**src/hdl/iee_ram.sv**
```systemverilog
// ----------------------------------------------------------------------------
// iee_ram: generic single-port-write, single-read ram
// one write and one registered read per cycle
// ----------------------------------------------------------------------------
module iee_ram #(
	parameter int Width = 8,
	parameter int Depth = 32
) (
	input  logic                     clk,
	input  logic                     we,
	input  logic [$clog2(Depth)-1:0] waddr,
	input  logic [Width-1:0]         wdata,
	input  logic [$clog2(Depth)-1:0] raddr,
	output logic [Width-1:0]         rdata
);
	logic [Width-1:0] mem [Depth];

	always_ff @(posedge clk) begin
		if (we) begin
			mem[waddr] <= wdata;
		end
		rdata <= mem[raddr];
	end
endmodule

```
**config.mk**
```make
export PLATFORM = sky130hd
export DESIGN_NAME = iee_ram
export DESIGN_NICKNAME = d
export VERILOG_FILES = /design/src/hdl/iee_ram.sv
export SDC_FILE = /design/constraint.sdc
export NUM_CORES = 1
export LEC_CHECK = 0
export BUFFER_PORTS_ARGS = -buffer_cell sky130_fd_sc_hd__buf_2
export CAP_MARGIN = 20
export CORE_MARGIN = 10
export CORE_UTILIZATION = 55
export DETAILED_ROUTE_END_ITERATION = 10
export HOLD_SLACK_MARGIN = 0.06
export PLACE_DENSITY = 0.75
export SETUP_SLACK_MARGIN = 0.05
export SLEW_MARGIN = 20
export SYNTH_ARGS = -nofsm -noshare
export SYNTH_HDL_FRONTEND = slang
export SYNTH_SLANG_ARGS = --single-unit
```
**constraint.sdc**
```tcl
create_clock -name clk -period 2.6 [get_ports clk]
set_input_delay 0.52 -clock clk [delete_from_list [all_inputs] [get_ports clk]]
set_output_delay 0.52 -clock clk [all_outputs]
set_load 0.01 [all_outputs]
```
==> flow_metrics.py <==
metrics = {
    "global_route": {
        "grt_pass1_vias": 4855,
        "antenna_found_initial": 0,
        "grt_overflow": 0,
        "grt_max_degree": 48,
        "grt_pass1_wl_mm": 31.1,
        "grt_usage": 0.172,
    },
    "route": {
        "drt_pass1_iterations": 4,
        "drc": 0,
        "via_per_inst": 6.28,
        "drt_iter0_drc": 438,
        "avgRoutedWirePerCell_um": 27.4,
        "wirelength_mm": 20.2,
        "postRouteAntennaNets": 0,
        "routed-via-count": 4634,
    },
    "critical_path": {
        "crit_type": "input pin to flip-flop",
        "endpoint": "rdata[2]",
        "cp_max_fo": 24,
        "r2r-start": "mem[13][2]",
        "cp-end-kind": "flip-flop",
        "rr_worst_depth": 3,
        "start_kind": "input pin",
        "cpMaxStageDelayCell": "mux4_2",
        "cp.required_ns": 2.99,
        "crit_path_max_incr_delay_ns": 0.55,
        "path_common_cell": "mux4_2",
        "r2r_slack_ns": 0.76,
        "worstReg2RegEnd": "rdata[2]",
        "crit_start": "raddr[0]",
        "crit_chain": "buf_4 > buf_12 > mux4_2 > mux4_2 > mux2_2",
        "cp.arrival_ns": 2.31,
    },
    "cts": {
        "cts_buffers": 25,
        "post-cts-setup-buffers": 0,
        "cts_hold_buffers": 0,
        "clockRootBuffer": "clkbuf_16",
        "cts.sinks": 264,
        "cts_resized": 0,
        "clk_pin_slew_ns": 0.06,
        "cts_max_level": 1,
        "cts_buffer_depth": 3,
        "tritoncts": "done",
        "clkLatencyLatePin_ns": 0.51,
    },
    "hold_path": {
        "hold_path.class": "input pin to flip-flop",
    },
    "power_and_ir_drop": {
        "power_density_nw_per_um2": 771,
        "p_leak_nw": 3.72,
        "ir_drop_v": 0.000664,
    },
    "sta": {
        "finalHoldViolations": 0,
        "setup_viol": 0,
        "finalMaxSlewViolations": 0,
        "min_period_ns": 1.91,
        "relSlewSlack": 0.576,
        "timing.fmax_mhz": 522,
        "timing.final.crit_share": 0.736,
        "setup_tns_ns": 0,
        "layout_setup_ws_ns": 0.685,
        "grt_setup_unrepaired": "no",
        "finClkSkew_ns": 0.00783,
        "worst_pin_slew_ns": 0.636,
    },
    "placement": {
        "hpwlAfterDp_mm": 12.5,
        "dp_worst_setup_slack_ns": 0.169,
        "dp.cells": 692,
        "globalplace.congestion": 0.822,
        "port-buffer-count": 27,
    },
    "floorplan": {
        "fp.dieH_um": 155,
        "die_w_um": 155,
        "die_area_um2": 24100,
        "core_um2": 18000,
        "rows": 49,
        "io_pins": 28,
        "initial_utilization": 0.560,
    },
    "cells_and_area": {
        "antenna_cells": 0,
        "fillers": 1143,
        "fin_util": 0.645,
        "final_layout_size_suffix_gt1_frac": 0.381,
        "layout.nets": 510,
        "final_cell_count_no_fill": 738,
        "area_growth_pct": 15.2,
    },
    "status": {
        "status": "completed",
    },
    "logic_synthesis": {
        "syn_avg_cell_area_um2": 24.1,
        "synth-seq-cells": 264,
        "syn_area_um2": 10100,
        "synthDistinctLibCells": 15,
        "yosysSeqAreaShare": 0.781,
        "synth_cells": 417,
        "syn_nets": 437,
        "synth_warnings": 0,
    },
    "job": {
        "max_cap_violations": 0,
    },
}
==> metrics by stage <==
stage	area (um2)	hold slack, ns	power, W
2_1_floorplan	10100	0.619	0.00509
3_3_place_gp	10700	0.885	0.00528
3_5_place_dp	10700	0.897	0.00530
4_1_cts	11600	0.434	0.00901
5_1_grt	11600	0.456	0.00921
6_report	11600	0.455	0.00893
==> sequential cells by signal (all words and copies together) (netlist names) <==
signal	cells
mem	256
rdata	8
==> report_power, final <==
part / switching (W) / internal (W)
clock: 0.00146 / 0.00227
combinational: 0.000250 / 0.000205
sequential: 0.0000191 / 0.00473
==> critical path: cells and delay by family <==
family | cells | cell delay, ns
buffers and inverters | 2 | 0.38
multiplexers | 3 | 1.38
==> Yosys cell counts (all sizes together) <==
cell / n / area share
or3: 1 / 0.00062
nor2: 33 / 0.012
dfxtp: 8 / 0.016
mux2: 8 / 0.0090
nand3: 2 / 0.0010
nand2: 1 / 0.00037
mux4: 80 / 0.18
clkbuf: 6 / 0.0022
edfxtp: 256 / 0.76
buf: 14 / 0.0083
or3b: 3 / 0.0026
nand3b: 5 / 0.0037
==> layer usage <==
metal / up-vias / part of all wire / track usage
li1: 1924 / - / -
met1: 2463 / 0.41 / 0.250
met2: 218 / 0.48 / 0.264
met3: 29 / 0.084 / 0.0328
met4: 0 / 0.020 / 0.0463
met5: - / 0 / 0
==> layout by cell type (no fill, tap or decap), types with 5 or more instances in the layout <==
| master | count |
|---|---|
| buf_12 | 5 |
| nand3b_1 | 5 |
| mux2_2 | 8 |
| mux4_2 | 80 |
| bufinv_16 | 5 |
| clkbuf_16 | 25 |
| buf_2 | 26 |
| dfxtp_1 | 8 |
| clkbuf_1 | 6 |
| edfxtp_1 | 256 |
| buf_4 | 35 |
| nor2_1 | 33 |
==> cell type report <==
class	instances	area (um2)	share of cell area
flip-flops and latches	264	7850	0.678
multi-input cells	133	2100	0.181
clock buffers	31	648	0.0560
repair buffers	66	493	0.0426
well taps	229	287	0.0247
clock inverters	15	205	0.0177
==> cells by family after synthesis <==
| kind of cell | synth area share |
|---|---|
| buffers and inverters | 0.0106 |
| DFF | 0.781 |
| muxes | 0.188 |
| and+or+nand+nor | 0.0207 |
==> worst min path at each step <==
stage / startpoint / to / slack [ns] / cells after the start
after floorplan: wdata[0] / mem[0][0] / 0.62 / 0
after global placement: mem[7][4] / rdata[4] / 0.88 / 3
after detailed placement: mem[23][7] / rdata[7] / 0.90 / 3
after CTS: raddr[3] / rdata[1] / 0.43 / 2
after global routing: raddr[3] / rdata[1] / 0.46 / 2
final: raddr[3] / rdata[4] / 0.45 / 2
(Power assumes the default switching activity.)
