## config.mk

```make
export PLATFORM = sky130hd
export DESIGN_NAME = iee_alu
export DESIGN_NICKNAME = d
export VERILOG_FILES = /design/src/hdl/iee_pkg.sv /design/src/hdl/iee_alu.sv
export SDC_FILE = /design/constraint.sdc
export NUM_CORES = 2
export LEC_CHECK = 0
export ABC_AREA = 1
export BUFFER_PORTS_ARGS = -buffer_cell sky130_fd_sc_hd__buf_2
export CAP_MARGIN = 0
export CORE_MARGIN = 8
export CORE_UTILIZATION = 66
export DETAILED_ROUTE_END_ITERATION = 7
export GPL_ROUTABILITY_DRIVEN = 0
export MAX_ROUTING_LAYER = met4
export PLACE_DENSITY = 0.84
export SLEW_MARGIN = 20
export SYNTH_ARGS = -nofsm -noshare
export SYNTH_HDL_FRONTEND = slang
export SYNTH_SLANG_ARGS = --single-unit
```

## constraint.sdc

```tcl
create_clock -name clk -period 10.69 [get_ports clk]
set_input_delay 0 -clock clk [delete_from_list [all_inputs] [get_ports clk]]
set_output_delay 0 -clock clk [all_outputs]
set_load 0.02 [all_outputs]
```

## src/hdl/iee_pkg.sv

```systemverilog
// ----------------------------------------------------------------------------
// iee_pkg: shared types and constants of the infix expression evaluator
// operator codes, status codes, stack geometry and sequencer states
// ----------------------------------------------------------------------------
package iee_pkg;

	localparam int ValueDepth = 32;
	localparam int OperatorDepth = 32;
	localparam int VAW = $clog2(ValueDepth);
	localparam int OAW = $clog2(OperatorDepth);
	localparam int VCW = $clog2(ValueDepth + 1);
	localparam int OCW = $clog2(OperatorDepth + 1);

	typedef enum logic [2:0] {
		OP_LPAR = 3'd0,
		OP_ADD  = 3'd1,
		OP_SUB  = 3'd2,
		OP_MUL  = 3'd3,
		OP_DIV  = 3'd4
	} op_t;

	typedef enum logic [1:0] {
		ST_OK    = 2'd0,
		ST_MALF  = 2'd1,
		ST_DIV0  = 2'd2,
		ST_OVFL  = 2'd3
	} status_t;

	localparam logic [7:0] CH_ZERO  = 8'h30;
	localparam logic [7:0] CH_NINE  = 8'h39;
	localparam logic [7:0] CH_SPACE = 8'h20;
	localparam logic [7:0] CH_LPAR  = 8'h28;
	localparam logic [7:0] CH_RPAR  = 8'h29;
	localparam logic [7:0] CH_MUL   = 8'h2A;
	localparam logic [7:0] CH_ADD   = 8'h2B;
	localparam logic [7:0] CH_SUB   = 8'h2D;
	localparam logic [7:0] CH_DIV   = 8'h2F;

	typedef enum logic [3:0] {
		S_IDLE,    // waiting for a character
		S_DECIDE,  // top-of-stack reads are valid
		S_RDVAL,   // value reads in flight
		S_OPND,    // operands valid, start arithmetic
		S_MULW,    // multiply partial products
		S_DIVW,    // divider running
		S_WBACK,   // write result
		S_DIGIT,   // digit accumulate read done
		S_FINISH,  // present result
		S_OUT,     // result waiting in output register
		S_RELOAD   // re-read stack tops before the end drain
	} state_t;

	typedef struct packed {
		logic start;
		logic is_div;
		logic [63:0] a;
		logic [63:0] b;
	} alu_req_t;

	typedef struct packed {
		logic done;
		logic [63:0] r;
	} alu_rsp_t;

	function automatic logic [1:0] prec(input logic [2:0] op);
		case (op)
			OP_MUL, OP_DIV: prec = 2'd2;
			OP_ADD, OP_SUB: prec = 2'd1;
			default: prec = 2'd0;
		endcase
	endfunction

endpackage

```

## src/hdl/iee_alu.sv

```systemverilog
// ----------------------------------------------------------------------------
// iee_alu: multi-cycle multiply and signed divide
// 32x32 partial products, restoring divide one bit per cycle
// ----------------------------------------------------------------------------
module iee_alu
	import iee_pkg::*;
(
	input  logic     clk,
	input  logic     arst_n,
	input  alu_req_t req,
	output alu_rsp_t rsp
);
	logic        busy_q;
	logic        done_q;
	logic        div_q;
	logic [6:0]  cnt_q;
	logic [63:0] a_q, b_q;
	logic [63:0] acc_q;
	logic [63:0] rem_q;
	logic        neg_q;
	logic [63:0] prod;
	logic [31:0] pa, pb;
	logic [64:0] trial;
	logic [63:0] rem_sh;
	logic [63:0] abs_a, abs_b;

	assign abs_a = req.a[63] ? (~req.a + 64'd1) : req.a;
	assign abs_b = req.b[63] ? (~req.b + 64'd1) : req.b;

	// partial product select: lo*lo, lo*hi, hi*lo
	always_comb begin
		case (cnt_q[1:0])
			2'd0: begin pa = a_q[31:0];  pb = b_q[31:0];  end
			2'd1: begin pa = a_q[31:0];  pb = b_q[63:32]; end
			default: begin pa = a_q[63:32]; pb = b_q[31:0]; end
		endcase
	end
	assign prod = {32'd0, pa} * {32'd0, pb};

	assign rem_sh = {rem_q[62:0], a_q[63]};
	assign trial = {1'b0, rem_sh} - {1'b0, b_q};

	always_ff @(posedge clk or negedge arst_n) begin
		if (!arst_n) begin
			busy_q <= 1'b0;
			done_q <= 1'b0;
		end else begin
			done_q <= 1'b0;
			if (req.start) begin
				busy_q <= 1'b1;
			end else if (busy_q) begin
				if ((div_q && cnt_q == 7'd63) || (!div_q && cnt_q == 7'd2)) begin
					busy_q <= 1'b0;
					done_q <= 1'b1;
				end
			end
		end
	end

	always_ff @(posedge clk) begin
		if (req.start) begin
			div_q <= req.is_div;
			cnt_q <= 7'd0;
			acc_q <= 64'd0;
			rem_q <= 64'd0;
			neg_q <= req.a[63] ^ req.b[63];
			a_q <= req.is_div ? abs_a : req.a;
			b_q <= req.is_div ? abs_b : req.b;
		end else if (busy_q) begin
			cnt_q <= cnt_q + 7'd1;
			if (div_q) begin
				a_q <= {a_q[62:0], 1'b0};
				if (!trial[64]) begin
					rem_q <= trial[63:0];
					acc_q <= {acc_q[62:0], 1'b1};
				end else begin
					rem_q <= rem_sh;
					acc_q <= {acc_q[62:0], 1'b0};
				end
			end else if (cnt_q[1:0] == 2'd0) begin
				acc_q <= prod;
			end else begin
				acc_q <= acc_q + {prod[31:0], 32'd0};
			end
		end
	end

	// the final divide step lands in acc_q the same edge done rises
	assign rsp = '{done: done_q, r: ((div_q && neg_q) ? (~acc_q + 64'd1) : acc_q)};
endmodule

```

==> results.txt <==
Post-CTS Setup Repair Bufs: 0
sequential area share after synthesis: 0.117
Mapped Nets: 9266
CP arrival: 10950 ps
worst min path class: in -> reg
slowest stage delay, CP: 610 ps
Period minus WS final: 10530 ps
Row Count: 107
core box area: 0.0853 sq mm
Worst Clk Skew: 28.0 ps
Most common cell on crit path: fa_1
wire per inst: 22.1 microns
total grt overflow: 0
Die H: 309 microns
largest area contributor in the netlist: fa_1
Via density: 6.18
max_slew headroom: 0.266
Boundary Pins: 197
die area: 0.0957 sq mm
Setup crit start kind: flip-flop
EDFF count, synth: 130
RSZ-0062 raised after global routing: false
first-pass GRT wire length: 316 mm
Post-Syn Area: 0.0568 sq mm
Req. time, crit path: 11110 ps
clock transition at the registers of the reported paths: 70 ps
count leader, synth: nand2_1
crit path max-delay cell type: fa_1
largest cells by area after synthesis: fa_1 (32%), nand2_1 (12%), inv_1 (10%)
setup_tns: 0 ps
Synth top cells by count: nand2_1 (1854), inv_1 (1547), nor2_1 (936), fa_1 (898), a21oi_1 (378)
H-tree levels: 1
cell area after layout: 0.0615 sq mm
Post-synth ARST share: 0.00752
count of input and output buffers: 196
Mapped Cells: 7869
Final period util: 0.985
placed cell area: 0.0593 sq mm
drt drc: 344
Longest Clk Path Bufs: 3
initial drt markers: 8426
worst-margin pin slew: 1090 ps
post-layout net count: 9490
clock latency on the worst-skew pair: 590 ps
highest clock rate: 95.0 MHz
total CTS buffers: 26
#FFs+latches synth: 266
Starting Density: 0.666
Layout area overhead: 8.33%
TritonCTS clock tree: yes
MaxCap Viol Count: 0
failing checks: DRC
CTS root buf: clkbuf_16
vias post-DR: 57300
status: complete, but fails checks
Ys Warns: 0
share of cells above drive strength 1: 0.0613
fin. max-slew vios: 0
largest net degree at the start of global routing: 84
Total GRT Usage: 0.436
number of global-route vias before repair: 57300
critical path endpoint category: flip-flop
post-route ant nets: 0
Setup CP Type: reg -> reg
Die X: 309 microns
initial antenna violation count: 8
Synth top area share: 0.316
CTS sink cnt: 266
final hold viol count: 0
Distinct cells, synth: 54
Mean Syn Cell Area: 7.22 sq um
ys flop type: dfxtp_1
Final setup violation count: 0
worst-path maximum fanout: 41
TritonRoute pass-1 iters: 8
routed wire length: 205 mm
dpl hpwl: 162 mm
[cell usage in the layout (no fill, tap or decap), types with 15 or more instances in the layout]
master         count
nor4_1            26
dlygate4sd3_1    130
ha_1             366
buf_4            140
xor2_1           173
o21ai_0          328
nand4_1           63
a31oi_1           30
o21ai_1           42
a21oi_1          378
nor2_1           934
o21bai_1          27
a21o_1            24
nand3b_1          15
fa_1             898
o21ai_2           29
clkbuf_16         26
xnor2_1           63
or2_2             33
nand2_1         1854
edfxtp_1         130
clkinv_1          24
o211ai_1          21
buf_2            195
nand3_1          263
nor3_1            72
dfxtp_1          134
inv_2             19
inv_1           1544
[registers in the layout (all words and copies together) (netlist names), 7 cells and up]
| register | cells |
|---|---|
| rem_q | 63 |
| b_q | 64 |
| cnt_q | 7 |
| acc_q | 64 |
| a_q | 64 |
[final cells by class]
type	count	area (sq um)
Multi-Input combinational cell	5744	43200
Fill cell	6568	23700
Sequential cell	266	6640
Inverter	1586	5960
Timing Repair Buffer	469	3400
Tap cell	1144	1430
Clock buffer	29	662
Clock inverter	18	201
Antenna cell	14	35.0
[per-layer routing]
metal / part of all wire / global-route usage
met3: 0.17 / 0.159
met1: 0.33 / 0.518
met2: 0.41 / 0.625
met4: 0.088 / 0.281
met5: 0 / -
[final timing paths]
path	start	to	slack, ps	depth (start not counted)
max in group asynchronous	arst_n	busy_q	10150	3
min in group asynchronous	arst_n	done_q	340	3
setup / recovery	cnt_q[1]	acc_q[53]	160	36
hold / removal	req[83]	a_q[19]	30	3
hold reg to reg	rem_q[62]	rem_q[62]	470	2
setup reg to reg	cnt_q[1]	acc_q[53]	160	36
[stage by stage]
stage          instances  setup slack (ps)  hold slack, ps   util
2_1_floorplan       7869              2180            -296      -
3_3_place_gp        9078               376            -189  0.696
3_5_place_dp        9079               322            -186  0.696
4_1_cts             9256               280            24.0  0.721
5_1_grt             9266              20.6            65.7  0.722
6_report            9270               159            32.6  0.722
[worst max-delay path: cells and delay by family, from the launching register on]
kind	cells	cell delay, ps
and+or+nand+nor	9	1190
adders and majority gates	11	4970
buffers and inverters	8	1740
AOI/OAI and AO/OA	7	1570
xor gates and xnor gates	1	540
DFF	1	330
[what timing repair did]
item / in CTS / in global routing
gates resized for setup: 0 / 3
endpoints found under the hold margin: 180 / 0
hold buffers: 130 / 0
setup endpoints to repair: 0 / 16
[kinds of logic (layout without fill, tap and decap cells)]
logic type | after synthesis | in the layout | share of synthesized area
flops | 266 | 266 | 0.117
other cells | 0 | 14 | 0
xor+xnor | 237 | 237 | 0.0365
fa+ha+maj | 1265 | 1265 | 0.397
simple gates | 3300 | 3300 | 0.234
compound gates | 942 | 942 | 0.0906
buf+inv | 1859 | 2102 | 0.124
Power is left out: the tool's default activity adds up to more than one toggle a clock period on the data nets, which glitch-free logic cannot reach.
